### config.mk
export PLATFORM = sky130hd
export DESIGN_NAME = hftw_result_buf
export DESIGN_NICKNAME = d
export VERILOG_FILES = /design/src/design/hftw_pkg.sv /design/src/design/hftw_result_buf.sv
export SDC_FILE = /design/constraint.sdc
export NUM_CORES = 1
export LEC_CHECK = 0
export ABC_CLOCK_PERIOD_IN_PS = 1200
export BUFFER_PORTS_ARGS = -buffer_cell sky130_fd_sc_hd__buf_4
export CORE_MARGIN = 3
export CORE_UTILIZATION = 43
export CTS_BUF_LIST = sky130_fd_sc_hd__clkbuf_2 sky130_fd_sc_hd__clkbuf_4 sky130_fd_sc_hd__clkbuf_8
export CTS_CLUSTER_SIZE = 10
export DETAILED_ROUTE_END_ITERATION = 8
export GPL_ROUTABILITY_DRIVEN = 1
export MAX_ROUTING_LAYER = met4
export PLACE_DENSITY = 0.85
export SYNTH_ARGS = -nofsm -noshare
export SYNTH_HDL_FRONTEND = slang
export SYNTH_SLANG_ARGS = --single-unit
export TNS_END_PERCENT = 20
### constraint.sdc
create_clock -name aclk -period 1.2 [get_ports aclk]
set_input_delay 0.06 -clock aclk [delete_from_list [all_inputs] [get_ports aclk]]
set_output_delay 0.06 -clock aclk [all_outputs]
set_load 0.05 [all_outputs]
### src/design/hftw_pkg.sv
// Shared constants, types and helpers of the Huffman tree-walk decoder.
package hftw_pkg;

    // Node table size and field widths.
    localparam int NODE_COUNT = 512;
    localparam int IDX_W      = 9;
    localparam int SYM_W      = 8;
    localparam int BYTE_BITS  = 8;
    localparam int CNT_W      = 4;
    localparam int ACT_W      = 2;

    // Input beat kinds, carried on s_tuser.
    localparam logic [ACT_W-1:0] ACT_DECODE  = 2'd0;
    localparam logic [ACT_W-1:0] ACT_WRITE   = 2'd1;
    localparam logic [ACT_W-1:0] ACT_RESTART = 2'd2;

    // One node table entry, 28 bits.
    typedef struct packed {
        logic [SYM_W-1:0] sym;
        logic             rpres;
        logic [IDX_W-1:0] rchild;
        logic             lpres;
        logic [IDX_W-1:0] lchild;
    } node_t;

    // Control states of the walker.
    typedef enum logic {
        ST_IDLE,
        ST_WALK
    } state_t;

    // Request from the walker to the result buffer.
    typedef struct packed {
        logic             push;
        logic             finish;
        logic [SYM_W-1:0] sym;
        logic             fault;
    } res_req_t;

    // True when an index addresses an existing table entry.
    function automatic logic idx_ok(input logic [IDX_W-1:0] idx);
        return (int'(idx) < NODE_COUNT);
    endfunction

endpackage

### src/design/hftw_result_buf.sv
// Result buffer: holds one result back until it is known whether it ends the beat's run.
module hftw_result_buf (
    input  logic                      aclk,
    input  logic                      aresetn,
    input  hftw_pkg::res_req_t        req,
    output logic                      buf_ok,
    output logic                      m_tvalid,
    input  logic                      m_tready,
    output logic [7:0]                m_tdata,  // [7:0] decoded_symbol
    output logic                      m_tuser,  // [0] fault
    output logic                      m_tlast
);

    logic                      pend_valid_reg, pend_valid_next;
    logic [hftw_pkg::SYM_W-1:0] pend_sym_reg, pend_sym_next;
    logic                      pend_fault_reg, pend_fault_next;
    logic                      out_valid_reg, out_valid_next;
    logic [hftw_pkg::SYM_W-1:0] out_sym_reg, out_sym_next;
    logic                      out_fault_reg, out_fault_next;
    logic                      out_last_reg, out_last_next;
    logic                      slot_free;
    logic                      move;

    // The output slot is free when empty or being taken this cycle.
    assign slot_free = !out_valid_reg || m_tready;
    assign buf_ok    = !pend_valid_reg || slot_free;
    assign move      = pend_valid_reg && (req.push || req.finish) && slot_free;

    // Pending and output register updates.
    always_comb begin
        pend_valid_next = pend_valid_reg;
        pend_sym_next   = pend_sym_reg;
        pend_fault_next = pend_fault_reg;
        out_valid_next  = out_valid_reg && !m_tready;
        out_sym_next    = out_sym_reg;
        out_fault_next  = out_fault_reg;
        out_last_next   = out_last_reg;
        if (move) begin
            out_valid_next = 1'b1;
            out_sym_next   = pend_sym_reg;
            out_fault_next = pend_fault_reg;
            out_last_next  = req.finish;
        end
        if (req.push) begin
            pend_valid_next = 1'b1;
            pend_sym_next   = req.sym;
            pend_fault_next = req.fault;
        end else if (req.finish) begin
            pend_valid_next = 1'b0;
        end
    end

    always_ff @(posedge aclk) begin
        if (!aresetn) begin
            pend_valid_reg <= 1'b0;
            out_valid_reg  <= 1'b0;
        end else begin
            pend_valid_reg <= pend_valid_next;
            out_valid_reg  <= out_valid_next;
        end
        pend_sym_reg   <= pend_sym_next;
        pend_fault_reg <= pend_fault_next;
        out_sym_reg    <= out_sym_next;
        out_fault_reg  <= out_fault_next;
        out_last_reg   <= out_last_next;
    end

    assign m_tvalid = out_valid_reg;
    assign m_tdata  = out_sym_reg;
    assign m_tuser  = out_fault_reg;
    assign m_tlast  = out_last_reg;

    // A held result is never overwritten by a new one.
    a_no_overwrite: assert property (@(posedge aclk) disable iff (!aresetn)
        (req.push && pend_valid_reg) |-> slot_free)
        else $error("pending result overwritten");

    // A fault always ends the run of results.
    a_fault_last: assert property (@(posedge aclk) disable iff (!aresetn)
        (m_tvalid && m_tuser) |-> m_tlast)
        else $error("fault result not marked last");

    // A fault carries a zero symbol.
    a_fault_zero: assert property (@(posedge aclk) disable iff (!aresetn)
        (m_tvalid && m_tuser) |-> (m_tdata == '0))
        else $error("fault result with non-zero symbol");

    // A finish request only comes once no more pushes are due in the same cycle.
    a_push_finish: assert property (@(posedge aclk) disable iff (!aresetn)
        req.finish |-> !req.push)
        else $error("push and finish together");

endmodule

==> run_results.csv <==
group,metric,value,unit
status,status,"complete, no violations",
sta,fmax,891.9,MHz
grt,grt_use_total,14.24,%
cts,htree_levels,1,
critical_path,path_cells,"nor2b_4 -> nand2_1 -> buf_4",
routing,dr.pass1.iters,2,
sta,tns,0,ns
sta,rsz0062_at_grt,"false",
routing,ant_nets,0,
critical_path,cp_slowest_cell,"dfxtp_2",
sta,hold_ws,0.06816,ns
critical_path,worst-setup-path-type,"flip-flop to output port",
critical_path,cp.required,1.14,ns
synth,ys_seq_area_share,92.95,%
cts,post-cts-setup-buffers,0,
cts,clk_latency,0.28,ns
grt,grt_start_max_net_pins,12,
grt,grt_pass1_wl,1.876,mm
grt,antenna_found_initial,0,
critical_path,cp_max_fo,3,
routing,dr.first_iter.drc_count,6,
routing,wl_per_cell,13.76,µm
floorplanning,core,0.001366,mm²
finish,layout_commonest_cell,"buf_4",
power,p_leak,0.0003994,µW
cts,path_clk_slew,0.11,ns
finish,final_cell_mix,"25 x buf_4, 19 x edfxtp_1, 11 x dlygate4sd3_1",
floorplanning,rows,13,
floorplanning,fp.dieW,45.09,µm
job,drv_cap,0,
synth,synth-seq-cells,21,
power,power.density,1366,mW/mm²
sta,setup_viol,0,
cts,numCtsBuffers,3,
floorplanning,pin_count,26,
sta,worst_pin_slew,0.2920,ns
synth,ys.warnings.count,0,
sta,finalHoldViolCount,0,
synth,synth_top_area_share,86.86,%
cts,cts_tree,"built",
hold_path,min_path_type,"input port to flip-flop",
cts,clock-root-buffer,"clkbuf_4",
floorplanning,die_area,0.002033,mm²
synth,synth_largest_area_cell,"edfxtp_1",
sta,skew,0.001147,ns
sta,final.min_clock_period,1.121,ns
routing,via_per_inst,4.714,
finish,area_growth,55.24,%
placement,numPortBuffers,25,
critical_path,endpoint_kind,"output port",
synth,ys_types,9,
finish,final_net_count,84,
critical_path,crit_path_start_kind,"flip-flop",
routing,vias,396,
synth,synthesis.area,656.9,µm²
cts,cts_sinks,21,
synth,avgSynthCellArea,22.65,µm²
critical_path,slowest_delay,0.36,ns
sta,max-slew-margin-rel,80.40,%
floorplanning,initial_core_util,48.08,%
critical_path,arrival,1.06,ns
sta,maxSlewViolCount,0,
power,peakVddDrop,0.8477,mV
grt,grt_pass1_vias,417,
cts,max-clock-path-buffers,2,
placement,gp_congestion,0.7402,
synth,synth_area_leaders,"edfxtp_1 87%, dfxtp_1 6.1%, nor2b_1 1.9%",
synth,syn-instance-count,29,
finish,drive_gt1_share,46.38,%
synth,syn_nets,43,
sta,finalCritPeriodShare,93.43,%
finish,n_antenna_cell,0,
routing,routed_wirelength,1.156,mm
floorplanning,dieHeight,45.09,µm
routing,drc,0,
grt,overflow,0,
==> cells in the mapped netlist <==
master / number
edfxtp_1: 19
o21a_1: 1
nand2b_1: 1
nor2b_1: 2
nand2_1: 1
a21boi_1: 1
nor2_1: 1
dfxtp_1: 2
o21ai_1: 1
==> layer usage <==
| layer | vias to the layer above | track usage (%) | routed length (µm) |
|---|---|---|---|
| met5 | - | - | 0 |
| met4 | 0 | 3.509 | 0 |
| met3 | 0 | 5.179 | 104 |
| met2 | 18 | 25.14 | 618 |
| met1 | 186 | 14.91 | 434 |
| li1 | 192 | - | - |
==> logic make-up after synthesis <==
logic type	synth area share (%)
AOI/OAI and AO/OA	3.048
DFF	92.95
and+or+nand+nor	3.999
==> critical path, delay by kind of cell (launching register included) <==
family / cells / cell delay (ns)
simple gates: 2 / 0.23
buf+inv: 1 / 0.18
flops: 1 / 0.36
==> final timing paths <==
check	startpoint	endpoint	slack (ns)	depth (start not counted)
worst max-delay path	m_tvalid$_SDFF_PN0_	buf_ok	0.08	3
worst min-delay path	m_tready	m_tvalid$_SDFF_PN0_	0.07	3
worst max register to register	pend_valid_reg$_SDFFE_PN0P_	m_tuser$_DFFE_PP_	0.15	2
worst min register to register	pend_sym_reg[7]$_DFFE_PP_	m_tdata[7]$_DFFE_PP_	0.43	0
==> power by group <==
part	leakage, µW	switching (µW)	total [µW]	internal (µW)
combinational	0.000183	106	187	81.2
sequential	0.000198	14.5	866	852
clock	0.0000184	188	340	152
==> final cells by class <==
type                       instances  area (µm²)
fill                              87       346.6
timing repair buffer              36       297.8
multi-input combinational          8       61.31
tap                               15       18.77
sequential                        21       611.8
clock buffer                       4       30.03
==> metrics by stage <==
stage	cell area [µm²]	std cells	power (µW)	setup WS, ns	util, %
floorplan	665.6	29	963.6	0.03813	-
global placement	872.1	69	1033	0.1564	63.83
detailed placement	872.1	69	1040	0.1130	63.83
CTS	1015	84	1399	0.01398	74.27
global route	1020	84	1450	0.006191	74.63
finish	1020	84	1393	0.07885	74.63
==> what timing repair did <==
action,CTS,global route
gates resized for setup,1,1
hold buffers,11,0
endpoints found under the setup margin,1,1
endpoints found under the hold margin,11,0
Power figures use the tool's default switching activity.
